===== src/rtl/video_memory_dirty_block_tracker_defines.svh =====
// Assertion macros used by the tracker top level.
// Each macro checks a property on every rising edge of the given clock while
// the active-low reset is released.
`ifndef VIDEO_MEMORY_DIRTY_BLOCK_TRACKER_DEFINES_SVH
`define VIDEO_MEMORY_DIRTY_BLOCK_TRACKER_DEFINES_SVH
`ifndef SYNTHESIS
`define VMDBT_ASSERT_ALWAYS(label, clk, rst_n, expr) \
    label: assert property (@(posedge clk) disable iff (!rst_n) (expr)) \
        else $error("vmdbt: invariant violated");
`define VMDBT_ASSERT_NEXT(label, clk, rst_n, ante, cons) \
    label: assert property (@(posedge clk) disable iff (!rst_n) (ante) |=> (cons)) \
        else $error("vmdbt: sequence violated");
`else
`define VMDBT_ASSERT_ALWAYS(label, clk, rst_n, expr)
`define VMDBT_ASSERT_NEXT(label, clk, rst_n, ante, cons)
`endif
`endif


===== src/rtl/vmdbt_pkg.sv =====
`timescale 1ns / 1ps
`default_nettype none

package vmdbt_pkg;

    // Block geometry. NUM_BLOCKS must be a power of two.
    localparam int BLOCK_SHIFT = 8;
    localparam int NUM_BLOCKS  = 8192;

    // Fixed field widths of an item.
    localparam int OP_W     = 2;
    localparam int OFFSET_W = 21;
    localparam int COUNT_W  = 23;
    localparam int MARK_W   = 2;

    localparam int BLK_W     = $clog2(NUM_BLOCKS);
    localparam int CNT_RAW_W = COUNT_W + 1 - BLOCK_SHIFT;
    localparam int CNT_W     = (CNT_RAW_W > BLK_W + 1) ? CNT_RAW_W : BLK_W + 1;

    typedef enum logic [OP_W-1:0] {
        OP_MARK_RANGE = 2'd0,
        OP_MARK_ALL   = 2'd1,
        OP_QUERY      = 2'd2
    } t_op;

    typedef enum logic [MARK_W-1:0] {
        MARK_CLEAN   = 2'd0,
        MARK_UNKNOWN = 2'd1,
        MARK_DIRTY   = 2'd2,
        MARK_DRAWN   = 2'd3
    } t_mark;

    // What the write-back stage does with the mark it has read.
    typedef enum logic [1:0] {
        MODE_CLEAR,
        MODE_SET,
        MODE_PROMOTE,
        MODE_QUERY
    } t_mode;

    typedef enum logic [2:0] {
        ST_CLEAR,
        ST_IDLE,
        ST_WALK,
        ST_FLUSH,
        ST_DONE
    } t_state;

    // One block in flight between the memory read and the write-back.
    typedef struct packed {
        logic             valid;
        t_mode            mode;
        logic             first;
        logic             last;
        logic [BLK_W-1:0] addr;
    } t_stage;

    // Per-item context held for the whole walk.
    typedef struct packed {
        t_mark mark;
        logic  start_even;
        logic  end_even;
    } t_ctx;

    typedef struct packed {
        logic acc_clr;
        logic done;
        logic report;
    } t_seq_status;

    typedef struct packed {
        logic unknown_seen;
        logic dirty_seen;
        logic drawn_seen;
    } t_scan;

endpackage

`default_nettype wire


===== src/rtl/vmdbt_merge.sv =====
`timescale 1ns / 1ps
`default_nettype none

// Write-back stage: turns the mark just read into the mark to store and
// folds it into the query flags.
module vmdbt_merge (
    input  wire logic                        i_clk,
    input  wire logic                        i_rst_n,
    input  wire vmdbt_pkg::t_stage           i_stage,
    input  wire vmdbt_pkg::t_ctx             i_ctx,
    input  wire logic                        i_acc_clr,
    input  wire vmdbt_pkg::t_mark            i_rd_data,
    output logic                             o_wr_en,
    output logic [vmdbt_pkg::BLK_W-1:0]      o_wr_addr,
    output vmdbt_pkg::t_mark                 o_wr_data,
    output vmdbt_pkg::t_scan                 o_scan
);

    vmdbt_pkg::t_scan r_scan;
    vmdbt_pkg::t_scan n_scan;
    logic             cleanable;

    always_comb begin
        cleanable = (i_rd_data == vmdbt_pkg::MARK_UNKNOWN ||
                     i_rd_data == vmdbt_pkg::MARK_DIRTY) &&
                    (!i_stage.first || i_ctx.start_even) &&
                    (!i_stage.last || i_ctx.end_even);
        case (i_stage.mode)
            vmdbt_pkg::MODE_CLEAR:   o_wr_data = vmdbt_pkg::MARK_CLEAN;
            vmdbt_pkg::MODE_SET:     o_wr_data = i_ctx.mark;
            vmdbt_pkg::MODE_PROMOTE: o_wr_data = (i_rd_data == vmdbt_pkg::MARK_CLEAN) ?
                                                 vmdbt_pkg::MARK_UNKNOWN : i_rd_data;
            default:                 o_wr_data = cleanable ? vmdbt_pkg::MARK_CLEAN : i_rd_data;
        endcase
    end

    assign o_wr_en   = i_stage.valid;
    assign o_wr_addr = i_stage.addr;

    always_comb begin
        n_scan = r_scan;
        if (i_acc_clr) begin
            n_scan = '0;
        end else if (i_stage.valid && i_stage.mode == vmdbt_pkg::MODE_QUERY) begin
            // The unknown run restarts at any dirty or drawn block.
            n_scan.unknown_seen = (r_scan.unknown_seen ||
                                   i_rd_data == vmdbt_pkg::MARK_UNKNOWN) &&
                                  i_rd_data != vmdbt_pkg::MARK_DIRTY &&
                                  i_rd_data != vmdbt_pkg::MARK_DRAWN;
            n_scan.dirty_seen   = r_scan.dirty_seen || i_rd_data != vmdbt_pkg::MARK_CLEAN;
            n_scan.drawn_seen   = r_scan.drawn_seen || i_rd_data == vmdbt_pkg::MARK_DRAWN;
        end
    end

    always_ff @(posedge i_clk) begin
        if (!i_rst_n) begin
            r_scan <= '0;
        end else begin
            r_scan <= n_scan;
        end
    end

    assign o_scan = r_scan;

endmodule

`default_nettype wire


===== config.mk =====
export PLATFORM = sky130hd
export DESIGN_NAME = vmdbt_merge
export DESIGN_NICKNAME = d
export VERILOG_FILES = /design/src/rtl/video_memory_dirty_block_tracker_defines.svh /design/src/rtl/vmdbt_pkg.sv /design/src/rtl/vmdbt_merge.sv
export SDC_FILE = /design/constraint.sdc
export NUM_CORES = 1
export LEC_CHECK = 0
export ABC_AREA = 1
export BUFFER_PORTS_ARGS = -buffer_cell sky130_fd_sc_hd__buf_2
export CAP_MARGIN = 10
export CORE_UTILIZATION = 29
export CTS_CLUSTER_DIAMETER = 60
export DETAILED_ROUTE_END_ITERATION = 8
export PLACE_DENSITY = 0.8
export REMOVE_ABC_BUFFERS = 1
export SYNTH_ARGS = -nofsm -noshare
export SYNTH_HDL_FRONTEND = slang
export SYNTH_SLANG_ARGS = --single-unit

===== constraint.sdc =====
create_clock -name i_clk -period 0.8 [get_ports i_clk]
set_clock_uncertainty 0.05 [all_clocks]
set_input_delay 0.04 -clock i_clk [delete_from_list [all_inputs] [get_ports i_clk]]
set_output_delay 0.04 -clock i_clk [all_outputs]
set_load 0.01 [all_outputs]

==> summary by stage <==
Power and ir drop
For this design the total switching power over the nets is 170.6 uW. The total power divided by cell area is 1134 nW/um^2. Of the total power, the clock network draws 0.445. The leakage power of the design is 0.0003043 uW. Cell internal power was estimated by the tool at 435.2 uW. Power comes to 605.8 uW.

The share of total power dissipated in sequential elements is 0.253. VDD sags by at most 373.7 uV. Of the total power, combinational logic draws 0.302. Of the total power, the share spent switching nets is 0.2817.

Global route
Entering global routing, the biggest net connects 7 pins. The number of global-route vias before repair is 388. The overflow left after global routing is 0. The first-pass GRT wire length is 1.483 mm.

The overall routing resource usage is 0.1444. The initial antenna violation count came to 0.

Worst hold path
The hold path startpoint is i_stage[3]. The worst hold path belongs to the class in2out. For hold timing, the worst endpoint is o_wr_addr[3]. The number of stages on the worst hold path is 0.

Synthesis
After synthesis, the cell types taking the most area are sky130_fd_sc_hd__buf_4 (26%), sky130_fd_sc_hd__ha_1 (16%), sky130_fd_sc_hd__dfxtp_1 (15%). The flop and latch count out of synthesis is 3. The netlist uses 12 different library cells.

The top-area cell type share of the netlist area is 0.2609. The leading area contributor after synthesis is sky130_fd_sc_hd__buf_4. The mean post-synth cell area is 6.295 um^2. The cell area that synthesis handed to floorplanning was 402.9 um^2. The Yosys step of the flow raised 0 warnings. The part of the Yosys area used for sequential elements is 0.1491.

The synthesized instance count is 64.

STA
Dividing the final minimum period by the clock period gives 0.9941. For the pin with the worst max-slew slack, the measured transition is 0.1201 ns. The setup TNS is 0 ns. The count of final hold-check violations is 0. The maximum clock frequency is 1.257 GHz.

The count of pins over their slew limit is 0. The count of final setup violators is 0. The clock period minus worst slack is 0.7953 ns.

Setup repair after global routing could not meet its margin everywhere. The relative slew slack is 0.9198.

Floorplan
The starting density of the core is 0.3096. The floorplan step defined a die boundary enclosing 1542 um^2. The number of core rows is 13.

From bottom edge to top edge, the die measures 39.27 um. The core outline area is 1301 um^2. 46 I/O pins were placed. The die is 39.27 um wide.

Clocking
The number of clock sinks seen by CTS is 3. The clock buffer count from CTS is 3. At the later pin of the worst-skew pair, clock insertion delay measures 0.24 ns. TritonCTS built the clock tree. The H-tree depth is 1. In this run the clock root is driven by a sky130_fd_sc_hd__clkbuf_4.

No sink is reached through more buffers than the 2 on the longest clock path.

Layout
The count of inserted antenna diode cells is 0. The fraction of layout cells with a size suffix above 1 is 0.4430. Compared with the post-synthesis result, the final layout area differs by 32.61%. Counting the fill cells in the layout gives 141. The count of non-filler cells in the finished layout is 94. The final layout contains 112 nets. The number of flip-flops under the largest register name is 3.

The finished layout cell area is 534.3 um^2.

Worst setup path
Data on the critical path is required at its endpoint by 0.71 ns. The largest fanout on the critical path is 4. The endpoint identified for the worst register-to-register timing path is o_scan[2]$_SDFFE_PP0P_. Data arrives at the worst endpoint at 0.71 ns. In this run the register-to-register setup slack is 0.19 ns. The critical path launch point type is an input pin. The class of the most critical setup path is in2out. The capturing element type of the critical path is a primary output. The startpoint of the worst register-to-register path is o_scan[2]$_SDFFE_PP0P_. Measured in cells, the most critical reg-to-reg path has a length of 2.

Routing
The remaining design rule violation count is 0. The first routing iteration left 5 violations. In the final routed layout, each cell accounts on average for 10.51 um.

In the routed layout, each cell is associated on average with a via count of 4.415. Before antenna repair, the detailed router went through 4 iterations. Summing over every cut layer, the via total after detailed routing is 415.

The count of nets left with antenna violations after detail routing is 0. The final wirelength is 988 um.

Place
The total instance count after detailed placement is 89. At the end of routability-driven placement, the weighted congestion stood at 0.7912. The final HPWL from detailed placement is 790.6 um.

During placement, the flow inserted port buffers numbering 19. Summing all placed instances gives a cell area of 449.2 um^2.

Run status
The flow ran to the end, and the final reports show no timing, DRC or antenna violations.

Job
The number of max-cap violations is 0.
[layout make-up]
type / instances / area [um^2] / share of cell area
well taps: 15 / 18.77 / 0.03513
repair buffers: 25 / 160.2 / 0.2998
multi-input cells: 35 / 212.7 / 0.3981
inverters: 12 / 55.05 / 0.1030
clock buffers: 4 / 26.28 / 0.04918
flip-flops and latches: 3 / 61.31 / 0.1148
[routing by layer]
metal  track usage  wire length [um]  vias up
met5             0                 0        -
met4       0.06897                27        0
met3        0.1534               212        4
met2        0.2125               444       35
met1        0.1229               303      171
li1              -                 -      205
[Yosys cell counts, drive strengths merged]
library cell  instances
buf                  14
nand3                 3
nand2                11
ha                    5
a21oi                 1
nor2                 12
o21ai                 1
o21bai                1
nand4                 1
inv                  12
dfxtp                 3
[per-stage QoR]
stage	utilization	hold WS, ns	setup slack (ns)
finish	0.4106	0.03009	0.004726
global route	0.4106	0.03006	-0.04568
CTS	0.4058	0.03008	-0.003722
detailed placement	0.3452	0.03008	-0.1481
global placement	0.3452	0.03008	-0.1041
floorplan	-	0.03000	0.09985
[timing repair]
item | CTS | global route
pin swaps | 4 | 4
endpoints found under the setup margin | 2 | 4
gates cloned | 0 | 0
hold buffers | 0 | 0
resized for setup | 12 | 3
buffers inserted | 1 | 0
[power groups by stage]
stage | Sequential (uW) | Combinational (uW) | Clock (uW)
final | 153 | 183 | 270
after global routing | 153 | 207 | 286
after CTS | 153 | 181 | 274
after detailed placement | 155 | 151 | 0
after global placement | 155 | 146 | 0
after floorplan | 156 | 63.1 | 0
[worst max-delay path, cell delays in order]
cell                      delay (ns)
sky130_fd_sc_hd__buf_8          0.08
sky130_fd_sc_hd__inv_6          0.03
sky130_fd_sc_hd__ha_4           0.25
sky130_fd_sc_hd__nand3_2        0.06
sky130_fd_sc_hd__nand2_1        0.07
sky130_fd_sc_hd__nand2_1        0.04
sky130_fd_sc_hd__buf_2          0.13
[worst max path at each step]
| stage | from | end | slack (ns) | cells after the start |
|---|---|---|---|---|
| after floorplan | i_rd_data[0] | o_wr_data[0] | 0.1 | 5 |
| after global placement | i_rd_data[0] | o_wr_data[0] | -0.10 | 7 |
| after global routing | i_rd_data[0] | o_wr_data[1] | -0.05 | 9 |
| final | i_rd_data[0] | o_wr_data[0] | 0.005 | 7 |
| after CTS | i_rd_data[0] | o_wr_data[0] | -0.004 | 7 |
| after detailed placement | i_rd_data[0] | o_wr_data[0] | -0.15 | 7 |
[cell families after synthesis]
kind of cell | share of synthesized area
and+or+nand+nor | 0.2795
buffers and inverters | 0.3727
adders and majority gates | 0.1553
AOI/OAI and AO/OA | 0.04346
DFF | 0.1491
[layout by cell type, fill, tap and decap left out, types with 2 or more instances in the layout]
cell and count:
sky130_fd_sc_hd__nor2_1 12, sky130_fd_sc_hd__nand2_1 11, sky130_fd_sc_hd__inv_1 10, sky130_fd_sc_hd__clkbuf_4 3, sky130_fd_sc_hd__buf_2 17, sky130_fd_sc_hd__nand3_2 2
sky130_fd_sc_hd__buf_4 6, sky130_fd_sc_hd__inv_6 2, sky130_fd_sc_hd__buf_8 2, sky130_fd_sc_hd__dfxtp_1 2, sky130_fd_sc_hd__ha_1 3
(Power assumes the default switching activity.)
