### config.mk
export PLATFORM = sky130hd
export DESIGN_NAME = vmdbt_seq
export DESIGN_NICKNAME = d
export VERILOG_FILES = /design/src/rtl/video_memory_dirty_block_tracker_defines.svh /design/src/rtl/vmdbt_pkg.sv /design/src/rtl/vmdbt_seq.sv
export SDC_FILE = /design/constraint.sdc
export NUM_CORES = 1
export LEC_CHECK = 0
export ABC_AREA = 0
export CORE_AREA = 8 8 102 104
export CTS_CLUSTER_SIZE = 28
export DETAILED_ROUTE_END_ITERATION = 8
export DIE_AREA = 0 0 110 112
export DONT_BUFFER_PORTS = 1
export PLACE_DENSITY_LB_ADDON = 0.2
export SETUP_SLACK_MARGIN = 0.1
export SYNTH_ARGS = -nofsm -noshare
export SYNTH_HDL_FRONTEND = slang
export SYNTH_SLANG_ARGS = --single-unit
### constraint.sdc
create_clock -name i_clk -period 4.55 [get_ports i_clk]
set_input_delay 0.91 -clock i_clk [delete_from_list [all_inputs] [get_ports i_clk]]
set_output_delay 0.91 -clock i_clk [all_outputs]
set_load 0.03 [all_outputs]
### src/rtl/video_memory_dirty_block_tracker_defines.svh
// Assertion macros used by the tracker top level.
// Each macro checks a property on every rising edge of the given clock while
// the active-low reset is released.
`ifndef VIDEO_MEMORY_DIRTY_BLOCK_TRACKER_DEFINES_SVH
`define VIDEO_MEMORY_DIRTY_BLOCK_TRACKER_DEFINES_SVH
`ifndef SYNTHESIS
`define VMDBT_ASSERT_ALWAYS(label, clk, rst_n, expr) \
    label: assert property (@(posedge clk) disable iff (!rst_n) (expr)) \
        else $error("vmdbt: invariant violated");
`define VMDBT_ASSERT_NEXT(label, clk, rst_n, ante, cons) \
    label: assert property (@(posedge clk) disable iff (!rst_n) (ante) |=> (cons)) \
        else $error("vmdbt: sequence violated");
`else
`define VMDBT_ASSERT_ALWAYS(label, clk, rst_n, expr)
`define VMDBT_ASSERT_NEXT(label, clk, rst_n, ante, cons)
`endif
`endif

### src/rtl/vmdbt_pkg.sv
`timescale 1ns / 1ps
`default_nettype none

package vmdbt_pkg;

    // Block geometry. NUM_BLOCKS must be a power of two.
    localparam int BLOCK_SHIFT = 8;
    localparam int NUM_BLOCKS  = 8192;

    // Fixed field widths of an item.
    localparam int OP_W     = 2;
    localparam int OFFSET_W = 21;
    localparam int COUNT_W  = 23;
    localparam int MARK_W   = 2;

    localparam int BLK_W     = $clog2(NUM_BLOCKS);
    localparam int CNT_RAW_W = COUNT_W + 1 - BLOCK_SHIFT;
    localparam int CNT_W     = (CNT_RAW_W > BLK_W + 1) ? CNT_RAW_W : BLK_W + 1;

    typedef enum logic [OP_W-1:0] {
        OP_MARK_RANGE = 2'd0,
        OP_MARK_ALL   = 2'd1,
        OP_QUERY      = 2'd2
    } t_op;

    typedef enum logic [MARK_W-1:0] {
        MARK_CLEAN   = 2'd0,
        MARK_UNKNOWN = 2'd1,
        MARK_DIRTY   = 2'd2,
        MARK_DRAWN   = 2'd3
    } t_mark;

    // What the write-back stage does with the mark it has read.
    typedef enum logic [1:0] {
        MODE_CLEAR,
        MODE_SET,
        MODE_PROMOTE,
        MODE_QUERY
    } t_mode;

    typedef enum logic [2:0] {
        ST_CLEAR,
        ST_IDLE,
        ST_WALK,
        ST_FLUSH,
        ST_DONE
    } t_state;

    // One block in flight between the memory read and the write-back.
    typedef struct packed {
        logic             valid;
        t_mode            mode;
        logic             first;
        logic             last;
        logic [BLK_W-1:0] addr;
    } t_stage;

    // Per-item context held for the whole walk.
    typedef struct packed {
        t_mark mark;
        logic  start_even;
        logic  end_even;
    } t_ctx;

    typedef struct packed {
        logic acc_clr;
        logic done;
        logic report;
    } t_seq_status;

    typedef struct packed {
        logic unknown_seen;
        logic dirty_seen;
        logic drawn_seen;
    } t_scan;

endpackage

`default_nettype wire

### src/rtl/vmdbt_seq.sv
`timescale 1ns / 1ps
`default_nettype none

// Sequencer: decodes an item into a block walk and issues one memory read
// per cycle, then lets the last write-back land before reporting.
module vmdbt_seq (
    input  wire logic                           i_clk,
    input  wire logic                           i_rst_n,
    input  wire logic                           i_start,
    input  wire logic [vmdbt_pkg::OP_W-1:0]     i_operation,
    input  wire logic [vmdbt_pkg::OFFSET_W-1:0] i_byte_offset,
    input  wire logic [vmdbt_pkg::COUNT_W-1:0]  i_byte_count,
    input  wire logic [vmdbt_pkg::MARK_W-1:0]   i_mark_value,
    output logic                                o_busy,
    output logic                                o_rd_en,
    output logic [vmdbt_pkg::BLK_W-1:0]         o_rd_addr,
    output vmdbt_pkg::t_stage                   o_stage,
    output vmdbt_pkg::t_ctx                     o_ctx,
    output vmdbt_pkg::t_seq_status              o_status
);

    localparam int SPAN_W = vmdbt_pkg::CNT_W + 1;

    vmdbt_pkg::t_state            r_state, n_state;
    logic [vmdbt_pkg::BLK_W-1:0]  r_addr, n_addr;
    logic [vmdbt_pkg::CNT_W-1:0]  r_left, n_left;
    logic                         r_first, n_first;
    logic                         r_item, n_item;
    logic                         r_report, n_report;
    vmdbt_pkg::t_mode             r_mode, n_mode;
    vmdbt_pkg::t_ctx              r_ctx, n_ctx;
    vmdbt_pkg::t_stage            r_stage;

    logic [vmdbt_pkg::OFFSET_W-1:0]    offset_blk;
    logic [vmdbt_pkg::BLK_W-1:0]       first_blk;
    logic [vmdbt_pkg::COUNT_W:0]       count_round;
    logic [vmdbt_pkg::COUNT_W:0]       count_shift;
    logic [vmdbt_pkg::CNT_W-1:0]       blk_count;
    logic [SPAN_W-1:0]                 span_end;
    logic [vmdbt_pkg::BLOCK_SHIFT-1:0] end_low;
    logic                              rd_en;
    logic                              acc_clr;
    logic                              done;
    vmdbt_pkg::t_mode                  all_mode;

    // Range geometry of the offered item.
    always_comb begin
        offset_blk  = i_byte_offset >> vmdbt_pkg::BLOCK_SHIFT;
        first_blk   = offset_blk[vmdbt_pkg::BLK_W-1:0];
        count_round = {1'b0, i_byte_count} +
                      (vmdbt_pkg::COUNT_W+1)'((1 << vmdbt_pkg::BLOCK_SHIFT) - 1);
        count_shift = count_round >> vmdbt_pkg::BLOCK_SHIFT;
        blk_count   = vmdbt_pkg::CNT_W'(count_shift);
        span_end    = SPAN_W'(first_blk) + SPAN_W'(blk_count);
        end_low     = i_byte_offset[vmdbt_pkg::BLOCK_SHIFT-1:0] +
                      i_byte_count[vmdbt_pkg::BLOCK_SHIFT-1:0];
        all_mode    = (vmdbt_pkg::t_mark'(i_mark_value) == vmdbt_pkg::MARK_UNKNOWN) ?
                      vmdbt_pkg::MODE_PROMOTE : vmdbt_pkg::MODE_SET;
    end

    always_comb begin
        n_state  = r_state;
        n_addr   = r_addr;
        n_left   = r_left;
        n_first  = r_first;
        n_item   = r_item;
        n_report = r_report;
        n_mode   = r_mode;
        n_ctx    = r_ctx;
        rd_en    = 1'b0;
        acc_clr  = 1'b0;
        done     = 1'b0;
        unique case (r_state)
            vmdbt_pkg::ST_CLEAR: begin
                rd_en  = 1'b1;
                n_addr = vmdbt_pkg::BLK_W'(r_addr + 1'b1);
                if (r_addr == vmdbt_pkg::BLK_W'(vmdbt_pkg::NUM_BLOCKS - 1)) begin
                    n_state = vmdbt_pkg::ST_FLUSH;
                end
            end
            vmdbt_pkg::ST_IDLE: begin
                if (i_start) begin
                    acc_clr        = 1'b1;
                    n_item         = 1'b1;
                    n_first        = 1'b1;
                    n_report       = 1'b0;
                    n_ctx.mark     = vmdbt_pkg::t_mark'(i_mark_value);
                    n_ctx.start_even = (i_byte_offset[vmdbt_pkg::BLOCK_SHIFT-1:0] == '0);
                    n_ctx.end_even = (end_low == '0);
                    n_state        = vmdbt_pkg::ST_DONE;
                    unique case (vmdbt_pkg::t_op'(i_operation))
                        vmdbt_pkg::OP_MARK_RANGE: begin
                            if (span_end > SPAN_W'(vmdbt_pkg::NUM_BLOCKS)) begin
                                n_addr  = '0;
                                n_left  = vmdbt_pkg::CNT_W'(vmdbt_pkg::NUM_BLOCKS);
                                n_mode  = all_mode;
                                n_state = vmdbt_pkg::ST_WALK;
                            end else begin
                                n_addr = first_blk;
                                n_left = blk_count;
                                n_mode = vmdbt_pkg::MODE_SET;
                                if (blk_count != '0) begin
                                    n_state = vmdbt_pkg::ST_WALK;
                                end
                            end
                        end
                        vmdbt_pkg::OP_MARK_ALL: begin
                            n_addr  = '0;
                            n_left  = vmdbt_pkg::CNT_W'(vmdbt_pkg::NUM_BLOCKS);
                            n_mode  = all_mode;
                            n_state = vmdbt_pkg::ST_WALK;
                        end
                        vmdbt_pkg::OP_QUERY: begin
                            // A query that reaches the last block reports nothing.
                            if (span_end < SPAN_W'(vmdbt_pkg::NUM_BLOCKS)) begin
                                n_report = 1'b1;
                                n_addr   = first_blk;
                                n_left   = blk_count;
                                n_mode   = vmdbt_pkg::MODE_QUERY;
                                if (blk_count != '0) begin
                                    n_state = vmdbt_pkg::ST_WALK;
                                end
                            end
                        end
                        default: begin
                            n_state = vmdbt_pkg::ST_DONE;
                        end
                    endcase
                end
            end
            vmdbt_pkg::ST_WALK: begin
                rd_en   = 1'b1;
                n_addr  = vmdbt_pkg::BLK_W'(r_addr + 1'b1);
                n_left  = vmdbt_pkg::CNT_W'(r_left - 1'b1);
                n_first = 1'b0;
                if (r_left == vmdbt_pkg::CNT_W'(1)) begin
                    n_state = vmdbt_pkg::ST_FLUSH;
                end
            end
            vmdbt_pkg::ST_FLUSH: begin
                n_state = r_item ? vmdbt_pkg::ST_DONE : vmdbt_pkg::ST_IDLE;
            end
            vmdbt_pkg::ST_DONE: begin
                done    = 1'b1;
                n_item  = 1'b0;
                n_state = vmdbt_pkg::ST_IDLE;
            end
            default: begin
                n_state = vmdbt_pkg::ST_IDLE;
            end
        endcase
    end

    always_ff @(posedge i_clk) begin
        if (!i_rst_n) begin
            r_state  <= vmdbt_pkg::ST_CLEAR;
            r_addr   <= '0;
            r_left   <= '0;
            r_first  <= 1'b0;
            r_item   <= 1'b0;
            r_report <= 1'b0;
            r_mode   <= vmdbt_pkg::MODE_CLEAR;
            r_stage  <= '0;
        end else begin
            r_state       <= n_state;
            r_addr        <= n_addr;
            r_left        <= n_left;
            r_first       <= n_first;
            r_item        <= n_item;
            r_report      <= n_report;
            r_mode        <= n_mode;
            r_stage.valid <= rd_en;
            r_stage.mode  <= r_mode;
            r_stage.first <= r_first;
            r_stage.last  <= (r_left == vmdbt_pkg::CNT_W'(1));
            r_stage.addr  <= r_addr;
        end
    end

    always_ff @(posedge i_clk) begin
        r_ctx <= n_ctx;
    end

    assign o_busy          = (r_state != vmdbt_pkg::ST_IDLE);
    assign o_rd_en         = rd_en;
    assign o_rd_addr       = r_addr;
    assign o_stage         = r_stage;
    assign o_ctx           = r_ctx;
    assign o_status.acc_clr = acc_clr;
    assign o_status.done   = done;
    assign o_status.report = r_report;

endmodule

`default_nettype wire
==> results.sh <==
export IMPL_die_y_um=112
export IMPL_cts_sinks=59
export IMPL_syn_num_nets=627
export IMPL_ys_ff_latch=59
export IMPL_nFillCells=864
export IMPL_cts_root_buf="clkbuf_8"
export IMPL_intPower_uw=1060
export IMPL_cts_tree="done"
export IMPL_reg2reg_to="r_left[13]$_SDFFE_PN0P_"
export IMPL_antenna_found_initial=0
export IMPL_dp_hpwl_um=10200
export IMPL_ant_nets=0
export IMPL_core_area_um2=8890
export IMPL_critPathMaxStageDelay_ps=470
export IMPL_clock_latency_ps=340
export IMPL_end_kind="flop"
export IMPL_outcome="finished clean"
export IMPL_peakVddDrop_uv=133
export IMPL_layout_common_cells="dfxtp_1, nand2_1, o21ai_0"
export IMPL_p_per_area_nw_per_um2=330
export IMPL_cts_buffers_inserted=9
export IMPL_cp_buffers_inverters=0
export IMPL_grt_pass1_vias=3955
export IMPL_timing_rr_start="r_state[0]$_SDFFE_PN0P_"
export IMPL_swShare_pct=34.0
export IMPL_syn_inst=546
export IMPL_path_cells="nor4_4 -> a21oi_2 -> and2_1 -> xnor2_1 -> ha_1 -> o21a_1 -> o31a_1 -> o31ai_1 -> o21a_1 -> o2111ai_2 -> a21o_2 -> or4_1 -> a311o_1 -> a31oi_1"
export IMPL_finalClockSkew_ps=4.56
export IMPL_fin_crit_sh_pct=92.2
export IMPL_multi_input_area_um2=2880
export IMPL_instances_no_fill=688
export IMPL_min_to="o_stage[15]$_SDFF_PN0_"
export IMPL_dp_cells=672
export IMPL_post_route_min_period_ps=4200
export IMPL_final_util_pct=54.9
export IMPL_setup_viol=0
export IMPL_synthesis_area_um2=4280
export IMPL_critPathMaxFanout=5
export IMPL_p_comb_share_pct=27.8
export IMPL_crit_arrival_ps=4460
export IMPL_leakagePower_uw=0.00198
export IMPL_yosys_warnings=0
export IMPL_synth_main_ff_cell="dfxtp_1"
export IMPL_seq_area_frac_synth_pct=28.5
export IMPL_drcViolationCount=0
export IMPL_worstHoldPathCells=2
export IMPL_port_buffers=0
export IMPL_overflow=0
export IMPL_hp_class="reg -> reg"
export IMPL_cts_setup_buffers=0
export IMPL_crit_path_start_kind="input port"
export IMPL_tightest_slew_ps=941
export IMPL_power_uw=1610
export IMPL_r2r_setup_slack_ps=1900
export IMPL_setup_tns_ps=0
export IMPL_r2r_cells=8
export IMPL_n_antenna_cell=0
export IMPL_slew_viol_final=0
export IMPL_drive_above_1_share_pct=14.4
export IMPL_hold_start="r_mode[0]$_SDFFE_PN0P_"
export IMPL_vias=4128
export IMPL_grt_max_degree=37
export IMPL_seq_area_um2=1220
export IMPL_finalHoldViolations=0
export IMPL_nNetsFinal=653
export IMPL_max_cap_viol_count=0
export IMPL_avgRoutedWirePerCell_um=18.8
export IMPL_synth_area_per_cell_um2=7.84
export IMPL_fmaxAchievable_mhz=238
export IMPL_power_frac_seq_pct=39.7
export IMPL_layout_commonest_cell="dfxtp_1"
export IMPL_firstDrtPassIters=6
export IMPL_cp_top_family="compound AO/OA/AOI/OAI gates"
export IMPL_place_gp_congestion=0.981
export IMPL_clkPwrFrac_pct=32.5
export IMPL_required_ps=4820
export IMPL_grt_pass1_wl_um=20300
export IMPL_synth_edf_count=4
export IMPL_critical_path_startpoint="i_byte_count[4]"
export IMPL_drt_initial_drc_count=216
export IMPL_clk_pin_slew_ps=60
export IMPL_cts_path_max_buffers=2
export IMPL_wirelength_um=12900
export IMPL_htree_levels=3
export IMPL_rows=35
export IMPL_synth_async_reset_ratio_pct=0
export IMPL_area_growth_pct=14.1
export IMPL_initial_core_util_pct=48.1
export IMPL_grt_total_usage_pct=20.8
export IMPL_slowest_stage="or4_1"
export IMPL_num_io_pins=91
export IMPL_synth_distinct_cells=70
export IMPL_path_class="in -> reg"
export IMPL_die_area_um2=12300
export IMPL_timing_critical_path_mode_cell="o21a_1"
export IMPL_via_per_inst=6.00
export IMPL_die_width_um=110
export IMPL_rsz0062_at_grt="no"
export IMPL_max_slew_margin_pct=37.2
export IMPL_p_switching_uw=548
per-stage QoR:
step	area (um^2)	hold slack, ps	setup WS, ps
2_1_floorplan	4290	404	153
3_3_place_gp	4600	429	-44.6
3_5_place_dp	4600	429	-166
4_1_cts	4820	446	178
5_1_grt	4880	470	76.6
6_report	4880	449	353
how the worst max path moves through the flow:
stage	to	slack [ps]	cells past startpoint
floorplan	r_state[1]$_SDFFE_PN0P_	150	16
global placement	r_state[1]$_SDFFE_PN0P_	-40	14
detailed placement	r_state[1]$_SDFFE_PN0P_	-170	15
CTS	r_state[1]$_SDFFE_PN0P_	180	15
global route	r_left[10]$_SDFFE_PN0P_	80	17
finish	r_state[1]$_SDFFE_PN0P_	350	14
area by class of cell:
| type | count | share of cell area (%) |
|---|---|---|
| multi-input cells | 428 | 59.1 |
| flip-flops and latches | 59 | 25.0 |
| repair buffers | 37 | 5.69 |
| clock buffers | 12 | 3.61 |
| inverters | 37 | 2.85 |
| well taps | 111 | 2.85 |
| clock inverters | 4 | 0.923 |
worst min-delay path, cell delays in order (launching register included):
cell	delay (ps)
dfxtp_1	310
nand2_1	60
inv_1	50
state kept, by name (all words and copies together), names as in the netlist:
signal	count
r_mode	2
r_state	3
r_first	1
o_stage	18
o_ctx	4
o_rd_addr	13
r_left	16
r_report	1
r_item	1
power groups by stage:
stage / logic, uW / registers [uW] / clock network [uW]
global route: 498 / 648 / 555
finish: 447 / 640 / 524
global placement: 426 / 651 / 0
CTS: 437 / 641 / 531
floorplan: 337 / 639 / 0
detailed placement: 434 / 652 / 0
routing by layer:
layer  global-route usage [%]  wire, um  vias to the layer above
met3                     6.87      1230                       24
met2                     33.6      6090                      151
met1                     24.9      5300                     1914
met5                        0         0                        -
met4                     7.21       283                        0
li1                         -         -                     2039
repair_timing:
item                       CTS  global route
hold buffers                 0             0
resized for setup            0            12
setup endpoints to repair    0            31
synthesized netlist by cell type, types with 6 or more instances:
cell type  instances  area share [%]
nand3_1           14             1.6
ha_1              28             8.2
o21ai_0           48             5.6
and2_1            19             2.8
a21oi_1           21             2.5
o2111ai_1          6             1.2
nand4_1            8             1.2
a31oi_1           10             1.5
inv_1             36             3.2
o22ai_1           16             2.3
nand2_1           49             4.3
xnor2_1           25             5.1
dfxtp_1           55              26
xor2_1             7             1.4
clkbuf_1          14             1.2
nor4_1             9             1.3
nand2b_1           7             1.0
nor2_1            47             4.1
nor3_1            19             2.2
o221ai_1           8             1.6
kinds of logic after synthesis:
family,after synthesis,share of synthesized area [%]
flip-flops,59,28.5
buffers and inverters,59,5.88
adder cells (fa/ha/maj),30,9.12
AO/OA/AOI/OAI,155,24.1
XOR/XNOR,33,6.93
AND/OR/NAND/NOR,208,24.9
multiplexers,2,0.497
Power figures use the tool's default switching activity.
